===== src/design/cht_ram.sv =====
// Generic single write, single read RAM with registered read data
module cht_ram #(
    parameter int WIDTH = 8,
    parameter int DEPTH = 256
) (
    input  logic                     clk,
    input  logic                     we,
    input  logic [$clog2(DEPTH)-1:0] waddr,
    input  logic [WIDTH-1:0]         wdata,
    input  logic [$clog2(DEPTH)-1:0] raddr,
    output logic [WIDTH-1:0]         rdata
);

    logic [WIDTH-1:0] mem [DEPTH];

    always_ff @(posedge clk)
    begin
        if (we)
        begin
            mem[waddr] <= wdata;
        end
        rdata <= mem[raddr];
    end

endmodule


===== config.mk =====
export PLATFORM = sky130hd
export DESIGN_NAME = cht_ram
export DESIGN_NICKNAME = d
export VERILOG_FILES = /design/src/design/cht_ram.sv
export SDC_FILE = /design/constraint.sdc
export NUM_CORES = 2
export LEC_CHECK = 0
export BUFFER_PORTS_ARGS = -buffer_cell sky130_fd_sc_hd__clkbuf_2
export CELL_PAD_IN_SITES_DETAIL_PLACEMENT = 0
export CELL_PAD_IN_SITES_GLOBAL_PLACEMENT = 1
export CORE_UTILIZATION = 45
export CTS_CLUSTER_DIAMETER = 60
export DETAILED_ROUTE_END_ITERATION = 7
export HOLD_SLACK_MARGIN = 0.15
export PLACE_DENSITY_LB_ADDON = 0.3
export SYNTH_ARGS = -nofsm -noshare
export SYNTH_HDL_FRONTEND = slang
export SYNTH_SLANG_ARGS = --single-unit
export TNS_END_PERCENT = 1

===== constraint.sdc =====
create_clock -name clk -period 5.84 [get_ports clk]
set_input_delay 1.168 -clock clk [delete_from_list [all_inputs] [get_ports clk]]
set_output_delay 1.168 -clock clk [all_outputs]
set_load 0.02 [all_outputs]

Word level (Yosys, flattened, before mapping). Memories as Yosys holds them, arrays and structs flattened. A register that Yosys moved wholly into a read port is not among the register bits. Cells that the tools add are included.

Multiply operators: 0. Divide/modulo/power cells: 0. Mux-type cells: 2. Eq/ne operators: 0. Shift operators: 0. $lt $le $gt $ge: 0. Reduce and logical (&&, ||, !) cells: 0. Bitwise logic cells: 0. $add $sub $neg: 0.

Operators with widths (number): $mux 1 (2).

Output and inout bits: 8. Bits in latches: 0. Memories kept: 1. Bits in registers: 0. Word-level logic and storage cells: 3. RAM bits: 2048. Memory bits (read-only): 0.

Memories: mem (words 256, bits a word 8, read ports 1, clocked after memory_dff 1, write ports 1, RTL line 14) `logic [WIDTH-1:0] mem [DEPTH];`.

Logic depth before layout (Yosys ltp).
Word-level depth: 2. Gate-level depth with buffers: 11. Gate-level depth less buffers: 6.

Least setup slack after synthesis. OpenSTA, ideal clock, no wires.

Kind: input to register. From: in raddr[0]. To: reg rdata[2] (read register of mem). Required time: 5.709 ns. Path buffers: 4. Path slack: 2.734 ns. Arrival time: 2.975 ns. Stages: 9. Cells stage by stage: buf_6 > buf_12 > buf_8 > buf_2 > mux4_2 > a22oi_1 > a21oi_1 > nor4_1 > nor4_2.

RTL lines: from (decl) (RTL line 10) `input logic [$clog2(DEPTH)-1:0] raddr,`; to (decl) (RTL line 11) `output logic [WIDTH-1:0] rdata`.

==> flow_metrics.env <==
export IMPL_finalWirelength_mm=196
export IMPL_drtIter0Drc=3988
export IMPL_dp_hpwl_mm=119
export IMPL_ant_nets=0
export IMPL_grt_total_usage_pct=22.0
export IMPL_rsz0062_at_grt="no"
export IMPL_slew_violations=0
export IMPL_grt_use_met3_pct=3.95
export IMPL_status="finished clean"
export IMPL_vias=38069
export IMPL_top_usage_layer="met2"
export IMPL_wl_per_cell_um=31.0
export IMPL_grt_max_degree=187
export IMPL_cts_max_path_buffers=3
export IMPL_path_cells="buf_8, buf_12, buf_4, mux4_1, mux4_2, nor2_1, a2111oi_1, nor3_1, nor4_1"
export IMPL_setup_viol=0
export IMPL_tns_ns=0
export IMPL_finalPower_uw=30400
export IMPL_synthFlopType="edfxtp_1"
export IMPL_holdWs_ns=0.772
export IMPL_post_cts_resize_count=0
export IMPL_fin_ws_ns=1.52
export IMPL_netlist_area_um2=79600
export IMPL_grt_pass1_vias=38354
export IMPL_pwr_density_cell_nw_per_um2=342
export IMPL_synth_cell_types=55
export IMPL_hold_viol=0
export IMPL_die_area_um2=178000
export IMPL_max_clock_freq_mhz=231
export IMPL_grt_pass1_wl_mm=281
export IMPL_ir_drop_uv=317
export IMPL_cts_root_buf="clkbuf_16"
export IMPL_holdBufCountCts=0
export IMPL_gp_congestion=0.842
export IMPL_die_h_um=422
export IMPL_ys_ff_latch=2056
export IMPL_period_needed_ns=4.32
export IMPL_path_max_fanout=37
export IMPL_worst_ep_arrival_time_ns=4.99
export IMPL_clock_latency_ns=0.84
export IMPL_pre_cts_ws_ns=0.657
export IMPL_synth_seq_area_share_pct=77.5
export IMPL_async_reset_ff_share_pct=0
export IMPL_firstDrtPassIters=6
export IMPL_finalCritPeriodShare_pct=74.0
export IMPL_worst_ep_required_time_ns=6.51
export IMPL_finalInstanceArea_um2=88800
export IMPL_cts_buffers=200
export IMPL_post_cts_buffers=0
export IMPL_syn2layout_area_growth_pct=11.6
export IMPL_path_delay_family="simple AND/OR/NAND/NOR gates"
export IMPL_via_per_inst=6.00
export IMPL_clock_skew_ns=0.0361
export IMPL_h_tree_depth=4
export IMPL_p_leak_uw=0.0272
export IMPL_syn_instance_count=3733
export IMPL_synth_avg_cell_area_um2=21.3
export IMPL_seq_area_um2=61700
export IMPL_drc=0
export IMPL_drv_cap=0
export IMPL_met2_usage_pct=35.5
export IMPL_startpoint_type="input pin"
export IMPL_relSlewSlack_pct=9.19
export IMPL_cts_tree="built"
export IMPL_core_um2=175000
export IMPL_grt_antenna_before_repair=8
export IMPL_port_buffers=33
export IMPL_critical_path_class="in -> reg"
export IMPL_cpMaxStageDelayCell="nor3_1"
export IMPL_tightest_slew_ns=1.35
export IMPL_fin_nets=3875
export IMPL_yosysWarnings=0
export IMPL_hold_class="in -> reg"
export IMPL_grt_overflow=0
export IMPL_crit_buf_inv=3
export IMPL_met1_usage_pct=30.7
export IMPL_fp_dieW_um=422
export IMPL_synth_edf_count=2048
export IMPL_endpoint_kind="register"
export IMPL_top_level_ports=34
export IMPL_num_rows=153
export IMPL_placed_area_um2=82400
export IMPL_multiInputGateArea_um2=16500
export IMPL_path_clk_slew_ns=0.06
export IMPL_fillers=13765
export IMPL_syn_nets=3759
export IMPL_cts_sinks=2056
export IMPL_layout_drive_gt1_share_pct=22.7
export IMPL_cpPeakStageDelay_ns=1.04
export IMPL_start_util_pct=45.5
[cell usage after synthesis, types with 3 or more instances]
cell type | n | area share [%]
a211oi_1 | 16 | 0.15
a21oi_1 | 96 | 0.60
a221oi_1 | 13 | 0.14
a22o_1 | 8 | 0.088
a22oi_1 | 133 | 1.3
and2_1 | 6 | 0.047
buf_1 | 22 | 0.10
buf_12 | 8 | 0.20
buf_2 | 31 | 0.20
buf_4 | 27 | 0.25
buf_6 | 21 | 0.30
buf_8 | 13 | 0.25
clkbuf_1 | 111 | 0.52
dfxtp_1 | 8 | 0.20
edfxtp_1 | 2048 | 77
mux2i_1 | 134 | 1.7
mux4_2 | 454 | 13
nand2_1 | 33 | 0.16
nand2b_1 | 8 | 0.063
nand3_1 | 34 | 0.21
nand4_1 | 10 | 0.079
nor2_1 | 282 | 1.3
nor2b_1 | 31 | 0.24
nor3_1 | 22 | 0.14
nor4_1 | 24 | 0.19
nor4_2 | 3 | 0.047
o211ai_1 | 10 | 0.094
o21ai_0 | 10 | 0.063
o221ai_1 | 46 | 0.51
o22a_1 | 5 | 0.055
o22ai_1 | 28 | 0.22
o32ai_1 | 4 | 0.044
or2_2 | 4 | 0.031
[area by class of cell]
class                           count  area share (%)
Sequential cell                  2056            69.5
Clock buffer                      234            5.91
Inverter                            2         0.00846
Antenna cell                        2         0.00564
Multi-Input combinational cell   1442            18.6
Clock inverter                    134            1.24
Timing Repair Buffer              147            1.51
Tap cell                         2325            3.28
[per-stage QoR]
step,utilization (%),cells
finish,50.8,6342
global route,50.8,6341
CTS,50.8,6340
detailed placement,47.2,5972
global placement,47.1,5972
floorplan,-,3733
[worst paths after layout]
check / startpoint / endpoint / slack, ns / cells past startpoint
max: raddr[0] / rdata[1]$_DFF_P_ / 1.52 / 9
min: wdata[2] / mem[91][2]$_DFFE_PP_ / 0.77 / 1
max reg2reg: mem[24][3]$_DFFE_PP_ / rdata[3]$_DFF_P_ / 2.81 / 7
min reg2reg: mem[48][2]$_DFFE_PP_ / rdata[2]$_DFF_P_ / 1.10 / 5
[metal layers]
layer,wire (um),vias up
li1,-,15945
met1,81000,20435
met2,96200,1351
met3,13400,334
met4,5840,4
met5,24,-
[report_power, final]
part	internal [uW]	switching, uW
Clock	7080	5520
Combinational	492	971
Sequential	16300	28.7
[state kept, by name, summed over array words and instances (netlist names)]
signal and cells:
rdata 8, mem 2048
[kinds of logic after synthesis]
family	after synthesis	synth area share, %
flops	2056	77.5
mux	591	14.6
simple gates	466	2.63
compound gates	385	3.42
buf+inv	235	1.83
[layout by cell type (no fill, tap or decap), drive strengths merged, types with 34 or more instances in the layout]
| master | n |
|---|---|
| a21oi | 96 |
| clkinv | 102 |
| a22oi | 133 |
| nor2 | 282 |
| mux4 | 456 |
| o221ai | 47 |
| clkbuf | 255 |
| buf | 126 |
| mux2i | 134 |
| nand3 | 34 |
| edfxtp | 2048 |
[worst register-to-register path, cell delays in order, from the launching register on]
cell	delay [ns]
edfxtp_1	0.37
mux4_2	0.46
a22o_1	0.32
a221oi_1	0.65
o221ai_1	0.25
a211oi_1	0.56
buf_4	0.25
nor4_1	0.05
Power figures use the tool's default switching activity.
